### config.mk
export PLATFORM = sky130hd
export DESIGN_NAME = uart_ring_buffer_pair_core_flat
export DESIGN_NICKNAME = d
export VERILOG_FILES = /design/src/urb_pkg.sv /design/src/urb_item_if.sv /design/src/urb_result_if.sv /design/src/uart_ring_buffer_pair_core.sv /design/src/urb_ring.sv /design/src/flat_wrapper.sv
export SDC_FILE = /design/constraint.sdc
export NUM_CORES = 1
export LEC_CHECK = 0
export ABC_AREA = 1
export BUFFER_PORTS_ARGS = -buffer_cell sky130_fd_sc_hd__buf_2
export CAP_MARGIN = 15
export CORE_MARGIN = 2
export CORE_UTILIZATION = 35
export CTS_CLUSTER_DIAMETER = 200
export DETAILED_ROUTE_END_ITERATION = 7
export PLACE_DENSITY = 0.48
export REMOVE_ABC_BUFFERS = 1
export SLEW_MARGIN = 5
export SYNTH_ARGS = -nofsm -noshare
export SYNTH_HDL_FRONTEND = slang
export SYNTH_SLANG_ARGS = --single-unit
### constraint.sdc
create_clock -name i_clk -period 3.32 [get_ports i_clk]
set_input_delay 0.332 -clock i_clk [delete_from_list [all_inputs] [get_ports i_clk]]
set_output_delay 0.332 -clock i_clk [all_outputs]
set_load 0.01 [all_outputs]
### src/urb_pkg.sv
// Shared types and constants for the serial-port ring buffer pair.
// Has no dependencies. The interfaces, the ring and the top level import it.
`default_nettype none

package urb_pkg;

    localparam int BYTE_W        = 8;
    localparam int OP_W          = 3;
    localparam int COUNT_W       = 4;
    localparam int RX_DEPTH_DEF  = 16;
    localparam int TX_DEPTH_DEF  = 16;

    // Event codes carried in the op field. Code seven is unused and does nothing.
    typedef enum logic [OP_W-1:0] {
        OP_LINE_RX       = 3'd0,
        OP_LINE_TX_READY = 3'd1,
        OP_LINE_ERROR    = 3'd2,
        OP_HOST_READ     = 3'd3,
        OP_HOST_WRITE    = 3'd4,
        OP_FLUSH_RX      = 3'd5,
        OP_FLUSH_TX      = 3'd6
    } t_op;

    typedef enum logic {
        ST_IDLE   = 1'b0,
        ST_RESULT = 1'b1
    } t_state;

    // Command from the control logic to one ring.
    typedef struct packed {
        logic push;
        logic pop;
        logic flush;
    } t_ring_cmd;

    // Status returned by one ring.
    typedef struct packed {
        logic               empty;
        logic               full;
        logic [COUNT_W-1:0] count;
    } t_ring_stat;

endpackage

`default_nettype wire

### src/urb_item_if.sv
// Input channel of the ring buffer pair: one event item with valid and ready.
// Depends on urb_pkg for the field widths.
`default_nettype none

interface urb_item_if
    import urb_pkg::*;
();
    logic              valid;
    logic              ready;
    logic [OP_W-1:0]   op;
    logic [BYTE_W-1:0] line_data;
    logic [BYTE_W-1:0] write_data;

    modport source (output valid, op, line_data, write_data, input ready);
    modport sink   (input valid, op, line_data, write_data, output ready);
endinterface

`default_nettype wire

### src/urb_result_if.sv
// Output channel of the ring buffer pair: one result item with valid and ready.
// Depends on urb_pkg for the field widths.
`default_nettype none

interface urb_result_if
    import urb_pkg::*;
();
    logic               valid;
    logic               ready;
    logic [BYTE_W-1:0]  read_data;
    logic               read_valid;
    logic [BYTE_W-1:0]  send_byte;
    logic               send_valid;
    logic               tx_enabled;
    logic               error_seen;
    logic               overflow;
    logic [COUNT_W-1:0] rx_count;
    logic [COUNT_W-1:0] tx_count;

    modport source (
        output valid, read_data, read_valid, send_byte, send_valid,
               tx_enabled, error_seen, overflow, rx_count, tx_count,
        input  ready
    );
    modport sink (
        input  valid, read_data, read_valid, send_byte, send_valid,
               tx_enabled, error_seen, overflow, rx_count, tx_count,
        output ready
    );
endinterface

`default_nettype wire

### src/uart_ring_buffer_pair_core.sv
// Top level of the serial-port ring buffer pair: event decode, transmitter
// enable, result register. Depends on urb_pkg, urb_item_if, urb_result_if, urb_ring.
//
// The block keeps a receive ring and a transmit ring, each a synchronous byte
// memory with head and tail pointers, and handles one event item at a time.
// An accepted item updates the pointers and the transmitter enable at once and
// launches the memory write or read; the registered memory read data is built
// into the output register in the ST_RESULT state that follows. The result
// item therefore shows valid once that state has loaded the output register,
// and the input takes no new item before then; after that, a new item is
// accepted as long as the result side keeps up. The input waits while the
// previous result still sits unclaimed in the output register and the new
// item could not get a free slot in it. Because only one item is in flight, a
// memory write and a later read of the same entry never overlap. A ring of
// depth D holds up to D-1 bytes; a byte that arrives at a full ring is dropped
// and the result flags overflow. Every result carries both fill counts, cut
// to four bits, and the transmitter enable after the event. No clearing pass
// runs after reset: the memories hold nothing that is read before it has
// been written.
`default_nettype none

module uart_ring_buffer_pair_core
    import urb_pkg::*;
#(
    parameter int RX_DEPTH = RX_DEPTH_DEF,
    parameter int TX_DEPTH = TX_DEPTH_DEF
) (
    input  wire logic    i_clk,
    input  wire logic    i_rst_n,
    urb_item_if.sink     i_item,
    urb_result_if.source o_result
);

    t_state r_state, n_state;

    t_ring_cmd         rx_cmd, tx_cmd;
    t_ring_stat        rx_stat, tx_stat;
    logic [BYTE_W-1:0] rx_rdata, tx_rdata;

    t_op  op;
    logic accept;
    logic load_result;
    logic in_ready;

    // Sending state of the transmitter, and flags kept for the result cycle.
    logic r_sending, n_sending;
    logic r_rd_valid, n_rd_valid;
    logic r_snd_valid, n_snd_valid;
    logic r_err, n_err;
    logic r_ovf, n_ovf;

    // Output register.
    logic               r_out_valid;
    logic [BYTE_W-1:0]  r_read_data;
    logic               r_read_valid;
    logic [BYTE_W-1:0]  r_send_byte;
    logic               r_send_valid;
    logic               r_tx_enabled;
    logic               r_error_seen;
    logic               r_overflow;
    logic [COUNT_W-1:0] r_rx_count;
    logic [COUNT_W-1:0] r_tx_count;

    assign op     = t_op'(i_item.op);
    assign accept = i_item.valid && in_ready;

    // Next state: an accepted item always passes through ST_RESULT, waiting for memory data.
    always_comb begin
        n_state = r_state;
        unique case (r_state)
            ST_IDLE: begin
                if (accept) begin
                    n_state = ST_RESULT;
                end
            end
            ST_RESULT: begin
                n_state = ST_IDLE;
            end
            default: begin
                n_state = ST_IDLE;
            end
        endcase
    end

    // Handshake outputs of the state machine. The output register is free for
    // the next result if it is empty or is being emptied at this edge.
    always_comb begin
        in_ready    = 1'b0;
        load_result = 1'b0;
        unique case (r_state)
            ST_IDLE: begin
                in_ready = !r_out_valid || o_result.ready;
            end
            ST_RESULT: begin
                load_result = 1'b1;
            end
            default: begin
                in_ready = 1'b0;
            end
        endcase
    end

    assign i_item.ready = in_ready;

    // Event decode: ring commands, transmitter enable and result flags.
    always_comb begin
        rx_cmd      = '0;
        tx_cmd      = '0;
        n_sending   = r_sending;
        n_rd_valid  = 1'b0;
        n_snd_valid = 1'b0;
        n_err       = 1'b0;
        n_ovf       = 1'b0;
        if (accept) begin
            unique case (op)
                OP_LINE_RX: begin
                    rx_cmd.push = !rx_stat.full;
                    n_ovf       = rx_stat.full;
                end
                OP_LINE_TX_READY: begin
                    // The ready event is masked while the transmitter is off.
                    if (r_sending) begin
                        if (tx_stat.empty) begin
                            n_sending = 1'b0;
                        end else begin
                            tx_cmd.pop  = 1'b1;
                            n_snd_valid = 1'b1;
                        end
                    end
                end
                OP_LINE_ERROR: begin
                    n_err = 1'b1;
                end
                OP_HOST_READ: begin
                    rx_cmd.pop = !rx_stat.empty;
                    n_rd_valid = !rx_stat.empty;
                end
                OP_HOST_WRITE: begin
                    tx_cmd.push = !tx_stat.full;
                    n_ovf       = tx_stat.full;
                    // The first byte into an empty ring starts the transmitter.
                    if (!tx_stat.full && tx_stat.empty) begin
                        n_sending = 1'b1;
                    end
                end
                OP_FLUSH_RX: begin
                    rx_cmd.flush = 1'b1;
                end
                OP_FLUSH_TX: begin
                    tx_cmd.flush = 1'b1;
                end
                default: begin
                    n_sending = r_sending;
                end
            endcase
        end
    end

    urb_ring #(
        .DEPTH (RX_DEPTH)
    ) u_rx_ring (
        .i_clk   (i_clk),
        .i_rst_n (i_rst_n),
        .i_cmd   (rx_cmd),
        .i_wdata (i_item.line_data),
        .o_stat  (rx_stat),
        .o_rdata (rx_rdata)
    );

    urb_ring #(
        .DEPTH (TX_DEPTH)
    ) u_tx_ring (
        .i_clk   (i_clk),
        .i_rst_n (i_rst_n),
        .i_cmd   (tx_cmd),
        .i_wdata (i_item.write_data),
        .o_stat  (tx_stat),
        .o_rdata (tx_rdata)
    );

    always_ff @(posedge i_clk) begin
        if (!i_rst_n) begin
            r_state     <= ST_IDLE;
            r_sending   <= 1'b0;
            r_out_valid <= 1'b0;
        end else begin
            r_state   <= n_state;
            r_sending <= n_sending;
            if (load_result) begin
                r_out_valid <= 1'b1;
            end else if (o_result.ready) begin
                r_out_valid <= 1'b0;
            end
        end
    end

    // Flags of the accepted item, held until its memory data is back.
    always_ff @(posedge i_clk) begin
        if (accept) begin
            r_rd_valid  <= n_rd_valid;
            r_snd_valid <= n_snd_valid;
            r_err       <= n_err;
            r_ovf       <= n_ovf;
        end
    end

    // Result payload. The pointers and the enable already hold their values
    // after the event, so the counts and tx_enabled are read straight off them.
    always_ff @(posedge i_clk) begin
        if (load_result) begin
            r_read_data  <= r_rd_valid ? rx_rdata : '0;
            r_read_valid <= r_rd_valid;
            r_send_byte  <= r_snd_valid ? tx_rdata : '0;
            r_send_valid <= r_snd_valid;
            r_tx_enabled <= r_sending;
            r_error_seen <= r_err;
            r_overflow   <= r_ovf;
            r_rx_count   <= rx_stat.count;
            r_tx_count   <= tx_stat.count;
        end
    end

    assign o_result.valid      = r_out_valid;
    assign o_result.read_data  = r_read_data;
    assign o_result.read_valid = r_read_valid;
    assign o_result.send_byte  = r_send_byte;
    assign o_result.send_valid = r_send_valid;
    assign o_result.tx_enabled = r_tx_enabled;
    assign o_result.error_seen = r_error_seen;
    assign o_result.overflow   = r_overflow;
    assign o_result.rx_count   = r_rx_count;
    assign o_result.tx_count   = r_tx_count;

endmodule

`default_nettype wire

### src/urb_ring.sv
// One byte ring: a synchronous byte memory with head and tail pointers.
// Depends on urb_pkg for the command and status types.
`default_nettype none

module urb_ring
    import urb_pkg::*;
#(
    parameter int DEPTH = RX_DEPTH_DEF
) (
    input  wire logic              i_clk,
    input  wire logic              i_rst_n,
    input  wire t_ring_cmd         i_cmd,
    input  wire logic [BYTE_W-1:0] i_wdata,
    output t_ring_stat             o_stat,
    output logic [BYTE_W-1:0]      o_rdata
);

    localparam int AW = $clog2(DEPTH);
    localparam logic [AW-1:0] LAST = AW'(DEPTH - 1);

    logic [BYTE_W-1:0] r_mem [DEPTH];
    logic [BYTE_W-1:0] r_rdata;
    logic [AW-1:0]     r_head, n_head;
    logic [AW-1:0]     r_tail, n_tail;
    logic [AW-1:0]     head_adv, tail_adv;
    logic [AW:0]       diff, diff_wrap;
    logic [AW-1:0]     count;

    assign head_adv = (r_head == LAST) ? '0 : r_head + 1'b1;
    assign tail_adv = (r_tail == LAST) ? '0 : r_tail + 1'b1;

    // The ring is full when one more byte would make tail meet head.
    assign o_stat.empty = (r_head == r_tail);
    assign o_stat.full  = (tail_adv == r_head);

    assign diff      = {1'b0, r_tail} - {1'b0, r_head};
    assign diff_wrap = diff + (AW+1)'(DEPTH);
    assign count     = (r_tail >= r_head) ? diff[AW-1:0] : diff_wrap[AW-1:0];

    generate
        if (AW >= COUNT_W) begin : g_cnt_trunc
            assign o_stat.count = count[COUNT_W-1:0];
        end else begin : g_cnt_ext
            assign o_stat.count = {{(COUNT_W-AW){1'b0}}, count};
        end
    endgenerate

    always_comb begin
        n_head = r_head;
        n_tail = r_tail;
        if (i_cmd.flush) begin
            n_head = '0;
            n_tail = '0;
        end else begin
            if (i_cmd.pop) begin
                n_head = head_adv;
            end
            if (i_cmd.push) begin
                n_tail = tail_adv;
            end
        end
    end

    always_ff @(posedge i_clk) begin
        if (!i_rst_n) begin
            r_head <= '0;
            r_tail <= '0;
        end else begin
            r_head <= n_head;
            r_tail <= n_tail;
        end
    end

    // Memory: one write port at the tail, one registered read port at the head.
    always_ff @(posedge i_clk) begin
        if (i_cmd.push) begin
            r_mem[r_tail] <= i_wdata;
        end
        if (i_cmd.pop) begin
            r_rdata <= r_mem[r_head];
        end
    end

    assign o_rdata = r_rdata;

endmodule

`default_nettype wire

### src/flat_wrapper.sv
// flat-port wrapper written by rule: the top's interface ports become plain ports
module uart_ring_buffer_pair_core_flat import urb_pkg::*;
#(
    parameter int RX_DEPTH = RX_DEPTH_DEF,
    parameter int TX_DEPTH = TX_DEPTH_DEF
)
  (i_clk, i_rst_n, i_item_valid, i_item_op, i_item_line_data, i_item_write_data, i_item_ready, o_result_valid, o_result_read_data, o_result_read_valid, o_result_send_byte, o_result_send_valid, o_result_tx_enabled, o_result_error_seen, o_result_overflow, o_result_rx_count, o_result_tx_count, o_result_ready);
  urb_item_if i_item_i ();
  urb_result_if o_result_i ();
  input  wire logic i_clk;
  input  wire logic i_rst_n;
  input wire logic [$bits(i_item_i.valid)-1:0] i_item_valid;
  input wire logic [$bits(i_item_i.op)-1:0] i_item_op;
  input wire logic [$bits(i_item_i.line_data)-1:0] i_item_line_data;
  input wire logic [$bits(i_item_i.write_data)-1:0] i_item_write_data;
  output wire logic [$bits(i_item_i.ready)-1:0] i_item_ready;
  output wire logic [$bits(o_result_i.valid)-1:0] o_result_valid;
  output wire logic [$bits(o_result_i.read_data)-1:0] o_result_read_data;
  output wire logic [$bits(o_result_i.read_valid)-1:0] o_result_read_valid;
  output wire logic [$bits(o_result_i.send_byte)-1:0] o_result_send_byte;
  output wire logic [$bits(o_result_i.send_valid)-1:0] o_result_send_valid;
  output wire logic [$bits(o_result_i.tx_enabled)-1:0] o_result_tx_enabled;
  output wire logic [$bits(o_result_i.error_seen)-1:0] o_result_error_seen;
  output wire logic [$bits(o_result_i.overflow)-1:0] o_result_overflow;
  output wire logic [$bits(o_result_i.rx_count)-1:0] o_result_rx_count;
  output wire logic [$bits(o_result_i.tx_count)-1:0] o_result_tx_count;
  input wire logic [$bits(o_result_i.ready)-1:0] o_result_ready;
  assign i_item_i.valid = i_item_valid;
  assign i_item_i.op = i_item_op;
  assign i_item_i.line_data = i_item_line_data;
  assign i_item_i.write_data = i_item_write_data;
  assign i_item_ready = i_item_i.ready;
  assign o_result_valid = o_result_i.valid;
  assign o_result_read_data = o_result_i.read_data;
  assign o_result_read_valid = o_result_i.read_valid;
  assign o_result_send_byte = o_result_i.send_byte;
  assign o_result_send_valid = o_result_i.send_valid;
  assign o_result_tx_enabled = o_result_i.tx_enabled;
  assign o_result_error_seen = o_result_i.error_seen;
  assign o_result_overflow = o_result_i.overflow;
  assign o_result_rx_count = o_result_i.rx_count;
  assign o_result_tx_count = o_result_i.tx_count;
  assign o_result_i.ready = o_result_ready;
  uart_ring_buffer_pair_core #(.RX_DEPTH(RX_DEPTH), .TX_DEPTH(TX_DEPTH)) u_core (.i_clk(i_clk), .i_rst_n(i_rst_n), .i_item(i_item_i), .o_result(o_result_i));
endmodule
==> results.sh, run 1 <==
export IMPL_status="finished, final reports clean"
export IMPL_period_minus_slack_ns=2.61
export IMPL_design_core_area_um2=37700
export IMPL_p_leak_nw=5.35
export IMPL_endpoint_kind="flip-flop"
export IMPL_clk_latency_ns=0.54
export IMPL_grt_start_max_net_pins=68
export IMPL_cp_arrival_ns=2.77
export IMPL_grtUsageTotal_pct=17.0
export IMPL_cts_max_path_buffers=3
export IMPL_final_common_cell="edfxtp_1"
export IMPL_worstHoldStart="i_rst_n"
export IMPL_finalWorstSetupSlack_ns=0.705
export IMPL_path_class="flip-flop to flip-flop"
export IMPL_worst_path_max_delay_cell="nor2_1"
export IMPL_p_sw_share_pct=21.0
export IMPL_required_ns=3.47
export IMPL_antennaDiodeCount=0
export IMPL_synth_edf_count=305
export IMPL_start_kind="flip-flop"
export IMPL_maxSlewHeadroom_pct=45.7
export IMPL_place_inst=1590
export IMPL_wl_mm=33.0
export IMPL_grt_pass1_vias=8104
export IMPL_die_w_um=199
export IMPL_cts_buffers_inserted=37
export IMPL_setup_tns_ns=0
export IMPL_worst_hold_slack_ns=0.0794
export IMPL_combPwrFrac_pct=2.8
export IMPL_cap_violations=0
export IMPL_hold_path_class="input port to flip-flop"
export IMPL_slew_viol_final=0
export IMPL_slowest_delay_ns=0.55
export IMPL_p_clk_share_pct=45.5
export IMPL_wl_per_cell_um=19.9
export IMPL_grt_util_met2_pct=28.4
export IMPL_synthCells=1063
export IMPL_nFillCells=3586
export IMPL_antenna_found_initial=0
export IMPL_num_rows=71
export IMPL_grt_pass1_wl_mm=49.8
export IMPL_gp_congestion=0.840
export IMPL_p_seq_share_pct=51.8
export IMPL_instances_no_fill=1656
export IMPL_final_antenna_net_count=0
export IMPL_pin_count=54
export IMPL_crit_chain="ha_1, nand2_2, nand3_2, nand2_2, nand2_1, nand2_2, nand2_4, nand2_4, inv_6, nand2_4, nor2_1"
export IMPL_cts_hold_buf=0
export IMPL_reg2reg_to="u_core.u_rx_ring.r_mem[3][7]"
export IMPL_p_switching_w=0.00183
export IMPL_synth_async_reset_ratio_pct=0
export IMPL_dieArea_um2=39700
export IMPL_tightest_slew_ns=0.811
export IMPL_power_density_nw_per_um2=570
export IMPL_rsz0062_at_grt="false"
export IMPL_min_path_cells=3
export IMPL_yosys_register_bits=324
export IMPL_final_cell_mix="305 x edfxtp_1, 181 x nor2_1, 131 x o21ai_0"
export IMPL_drive_above_1_share_pct=14.8
export IMPL_htreeDepth=2
export IMPL_synth_main_ff_cell="edfxtp_1"
export IMPL_layout_nets=1159
export IMPL_yosysSeqAreaShare_pct=71.4
export IMPL_place_ws_ns=0.657
export IMPL_use_met3_pct=3.02
export IMPL_synth_warnings=0
export IMPL_seqCellArea_um2=9540
export IMPL_post_cts_setup_buffers=0
export IMPL_syn_to_final_growth_pct=14.4
export IMPL_regToRegStartpoint="u_core.u_rx_ring.r_tail[1]"
export IMPL_tritoncts="yes"
export IMPL_min_period_over_period_pct=78.8
export IMPL_root_buffer="clkbuf_16"
export IMPL_finalSetupViolCount=0
export IMPL_hold_violations=0
export IMPL_vdd_drop_max_mv=0.328
export IMPL_syn_area_per_cell_um2=12.6
export IMPL_clk_pin_slew_ns=0.06
export IMPL_overflow=0
export IMPL_grt_busiest_layer="met2"
export IMPL_grt_use_met1_pct=22.4
export IMPL_reg2reg_depth=11
export IMPL_regToRegSetupSlack_ns=0.71
export IMPL_drtIter0Drc=544
export IMPL_first_pass_iters=5
export IMPL_cts_sinks=324
export IMPL_drc=0
export IMPL_avgViaCountPerCell=4.96
export IMPL_syn_cell_area_um2=13400
export IMPL_port_buffer_count=53
export IMPL_intPower_w=0.00689
export IMPL_skew_ns=0.0323
export IMPL_die_h_um=199
export IMPL_dp_hpwl_mm=21.4
export IMPL_cts_resized=0
export IMPL_whs_endpoint="u_core.r_state"
export IMPL_vias=8214
export IMPL_start_util_pct=35.5
export IMPL_fmax_mhz=382
export IMPL_multi_input_area_um2=3330
export IMPL_ys_types=35
export IMPL_crit_fanout=10
==> metrics by stage <==
step	instance area [µm²]	power, W	util [%]
2_1_floorplan	13100	0.00471	-
3_3_place_gp	14100	0.00485	37.5
3_5_place_dp	14100	0.00485	37.5
4_1_cts	15300	0.00880	40.6
5_1_grt	15300	0.00899	40.6
6_report	15300	0.00872	40.6
==> routing by layer <==
layer	vias to the layer above	wire, µm
li1	3950	-
met1	3989	14600
met2	215	16000
met3	60	1440
met4	0	934
met5	-	0
==> cell usage after synthesis, types with 5 or more instances <==
cell type,instances,share of area (%)
nor2_1,181,5.1
buf_2,15,0.56
edfxtp_1,305,69
nand2_4,13,1.1
inv_2,8,0.22
o21ai_0,131,4.9
o22ai_1,39,1.8
dfxtp_1,19,2.8
nand2_1,102,2.9
nand4_1,5,0.23
nand2_2,7,0.33
nand3_1,50,1.9
nor2_4,6,0.51
o211ai_1,12,0.67
o221ai_1,20,1.3
ha_1,16,1.5
inv_1,46,1.3
a21oi_1,18,0.67
xnor2_1,5,0.33
clkbuf_1,30,0.84
==> final cells by class <==
| type | count | area share (%) |
|---|---|---|
| multi-input combinational | 629 | 21.8 |
| tap | 511 | 4.18 |
| sequential | 324 | 62.4 |
| timing repair buffer | 68 | 2.47 |
| clock buffer | 45 | 6.39 |
| clock inverter | 21 | 1.24 |
| inverter | 58 | 1.47 |
==> power groups by stage <==
stage / sequential, W / combinational [W] / clock, W
final: 0.00451 / 0.000242 / 0.00396
after CTS: 0.00451 / 0.000250 / 0.00404
after global placement: 0.00460 / 0.000251 / 0
after detailed placement: 0.00460 / 0.000249 / 0
after global routing: 0.00451 / 0.000270 / 0.00421
after floorplan: 0.00461 / 0.0000965 / 0
==> flip-flops by register name (all words and copies together), names as in the netlist <==
name and flops:
u_core.o_result.error_seen 1, u_core.o_result.overflow 1, u_core.o_result.read_data 8, u_core.o_result.read_valid 1, u_core.o_result.rx_count 4, u_core.o_result.send_byte 8
u_core.o_result.send_valid 1, u_core.o_result.tx_count 4, u_core.o_result.tx_enabled 1, u_core.o_result.valid 1, u_core.r_err 1, u_core.r_ovf 1
u_core.r_rd_valid 1, u_core.r_sending 1, u_core.r_snd_valid 1, u_core.r_state 1, u_core.u_rx_ring.o_rdata 8, u_core.u_rx_ring.r_head 4
u_core.u_rx_ring.r_mem 128, u_core.u_rx_ring.r_tail 4, u_core.u_tx_ring.o_rdata 8, u_core.u_tx_ring.r_head 4, u_core.u_tx_ring.r_mem 128, u_core.u_tx_ring.r_tail 4
==> worst max path at each step <==
| stage | end | depth (start not counted) | slack, ns | startpoint |
|---|---|---|---|---|
| CTS | u_core.u_tx_ring.r_mem[10][7] | 11 | 0.70 | u_core.u_tx_ring.r_tail[1] |
| global route | u_core.u_tx_ring.r_mem[10][4] | 11 | 0.51 | u_core.u_tx_ring.r_tail[1] |
| global placement | u_core.u_tx_ring.r_mem[10][0] | 11 | 0.80 | u_core.u_tx_ring.r_tail[1] |
| finish | u_core.u_rx_ring.r_mem[3][7] | 11 | 0.71 | u_core.u_rx_ring.r_tail[1] |
| detailed placement | u_core.u_tx_ring.r_mem[10][7] | 11 | 0.66 | u_core.u_tx_ring.r_tail[1] |
| floorplan | u_core.u_rx_ring.r_mem[2][0] | 10 | -0.03 | u_core.u_rx_ring.r_head[0] |
==> cell families after synthesis <==
kind of cell    share of synthesized area (%)
simple gates                             12.9
flops                                    71.4
compound gates                           9.65
fa+ha+maj                                1.80
buf+inv                                  3.63
xor+xnor                                0.590
==> critical path: cells and delay by family (launching register included) <==
kind                       cells  cell delay, ns
and+or+nand+nor                9            1.26
DFF                            1            0.48
adders and majority gates      1            0.37
buffers and inverters          1            0.10
(Power assumes the default switching activity.)
==> run 2: changes to the inputs <==
==> constraint.sdc (replaced) <==
create_clock -name i_clk -period 2.65 [get_ports i_clk]
set_input_delay 0.265 -clock i_clk [delete_from_list [all_inputs] [get_ports i_clk]]
set_output_delay 0.265 -clock i_clk [all_outputs]
set_load 0.01 [all_outputs]
==> run 2 against run 1 <==
Effect of this change:
- via count increased by 2.1%
- cell count increased by 1.7%
- critical path depth unchanged
- hold slack got worse by 0.030 ns
- combinational power increased by 26%
- register-to-register slack got worse by 0.40 ns
- largest power group unchanged
- setup slack got worse by 0.40 ns
- power increased by 22%
- clock power increased by 17%
- die area unchanged
- non-clock buffer count increased by 28
==> results.sh, run 2 (synthesis results as in run 1) <==
export IMPL_antenna_found_initial=0
export IMPL_dieArea_um2=39700
export IMPL_crit_fanout=9
export IMPL_final_cell_mix="305 x edfxtp_1, 181 x nor2_1, 131 x o21ai_0"
export IMPL_finalSetupViolCount=0
export IMPL_skew_ns=0.0135
export IMPL_die_h_um=199
export IMPL_setup_tns_ns=0
export IMPL_clk_latency_ns=0.52
export IMPL_grt_start_max_net_pins=66
export IMPL_slew_viol_final=0
export IMPL_vias=8389
export IMPL_cts_buffers_inserted=37
export IMPL_drive_above_1_share_pct=16.7
export IMPL_regToRegSetupSlack_ns=0.31
export IMPL_place_ws_ns=0.287
export IMPL_avgViaCountPerCell=4.98
export IMPL_gp_congestion=0.796
export IMPL_p_leak_nw=5.49
export IMPL_hold_violations=0
export IMPL_cts_sinks=324
export IMPL_final_antenna_net_count=0
export IMPL_grt_pass1_wl_mm=49.8
export IMPL_dp_hpwl_mm=21.1
export IMPL_clk_pin_slew_ns=0.06
export IMPL_antennaDiodeCount=0
export IMPL_die_w_um=199
export IMPL_reg_top3="u_core.u_rx_ring.r_mem: 128 flops, u_core.u_tx_ring.r_mem: 128 flops"
export IMPL_grtUsageTotal_pct=16.7
export IMPL_drtIter0Drc=490
export IMPL_grt_pass1_vias=8296
export IMPL_wl_per_cell_um=19.2
export IMPL_path_class="flip-flop to flip-flop"
export IMPL_syn_to_final_growth_pct=15.7
export IMPL_fmax_mhz=427
export IMPL_rsz0062_at_grt="false"
export IMPL_min_period_over_period_pct=88.3
export IMPL_htreeDepth=2
export IMPL_hold_path_class="input port to flip-flop"
export IMPL_totalPowerFinal_w=0.0106
export IMPL_dpl_instance_area_um2=14400
export IMPL_port_buffer_count=53
export IMPL_overflow=0
export IMPL_root_buffer="clkbuf_16"
export IMPL_tightest_slew_ns=0.703
export IMPL_drc=0
export IMPL_vdd_drop_max_mv=0.419
export IMPL_post_cts_setup_buffers=0
export IMPL_first_pass_iters=4
export IMPL_final_core_util_pct=41.0
export IMPL_required_ns=2.81
export IMPL_cap_violations=0
export IMPL_start_kind="flip-flop"
export IMPL_cts_resized=0
export IMPL_layout_nets=1187
export IMPL_tritoncts="yes"
export IMPL_finalWorstSetupSlack_ns=0.309
export IMPL_cp_arrival_ns=2.50
export IMPL_maxSlewHeadroom_pct=53.0
export IMPL_power_density_nw_per_um2=686
export IMPL_start_util_pct=35.5
export IMPL_cts_hold_buf=0
export IMPL_design_core_area_um2=37700
export IMPL_endpoint_kind="flip-flop"
export IMPL_pin_count=54
export IMPL_wl_mm=32.4
export IMPL_status="finished, final reports clean"
export IMPL_cts_max_path_buffers=3
export IMPL_stdcell_area_um2=15500
export IMPL_final_common_cell="edfxtp_1"
export IMPL_num_rows=71
export IMPL_period_minus_slack_ns=2.34
==> run 2: power by group <==
group / internal [W] / leakage, nW / switching, W
clock network: 0.00269 / 0.545 / 0.00196
registers: 0.00563 / 2.92 / 0.0000210
logic: 0.0000815 / 2.03 / 0.000224
==> run 2: final cells by class <==
cell class | count | area [µm²]
fillers | 3585 | 22200
clock buffers | 47 | 1010
well taps | 511 | 639
multi-input cells | 629 | 3330
repair buffers | 96 | 613
clock inverters | 19 | 96.3
inverters | 58 | 225
flip-flops and latches | 324 | 9540
==> run 2: routing by layer <==
metal  track usage [%]  vias up  wire, µm  share of wire (%)
met5                 0        -         0                  0
met4              5.57        0       873                2.7
met3              2.51       59      1210                3.7
met2              27.8      185     15700                 48
met1              22.3     4141     14600                 45
li1                  -     4004         -                  -
==> run 2: through the flow <==
step / instances / hold slack [ns]
after global placement: 1618 / 0.411
after detailed placement: 1618 / 0.406
after CTS: 1684 / 0.0438
after floorplan: 1011 / 0.364
final: 1684 / 0.0493
after global routing: 1684 / 0.0566
==> run 2: path summary, 6_finish.rpt <==
check                             start                            end  cells after the start
max reg2reg  u_core.u_tx_ring.r_tail[1]  u_core.u_tx_ring.r_mem[11][7]                     11
min                             i_rst_n          u_core.o_result.valid                      3
min reg2reg                u_core.r_ovf       u_core.o_result.overflow                      0
max          u_core.u_tx_ring.r_tail[1]  u_core.u_tx_ring.r_mem[11][7]                     11
==> run 2: critical path, stage by stage, from the launching register on <==
cell and delay (ns):
dfxtp_1 0.44, inv_1 0.13, ha_1 0.31, inv_1 0.08
nand2_1 0.05, nand3_1 0.13, nor2_4 0.06, nand3_4 0.12
nand2_4 0.07, inv_4 0.11, nand2_4 0.10, nor2_2 0.38
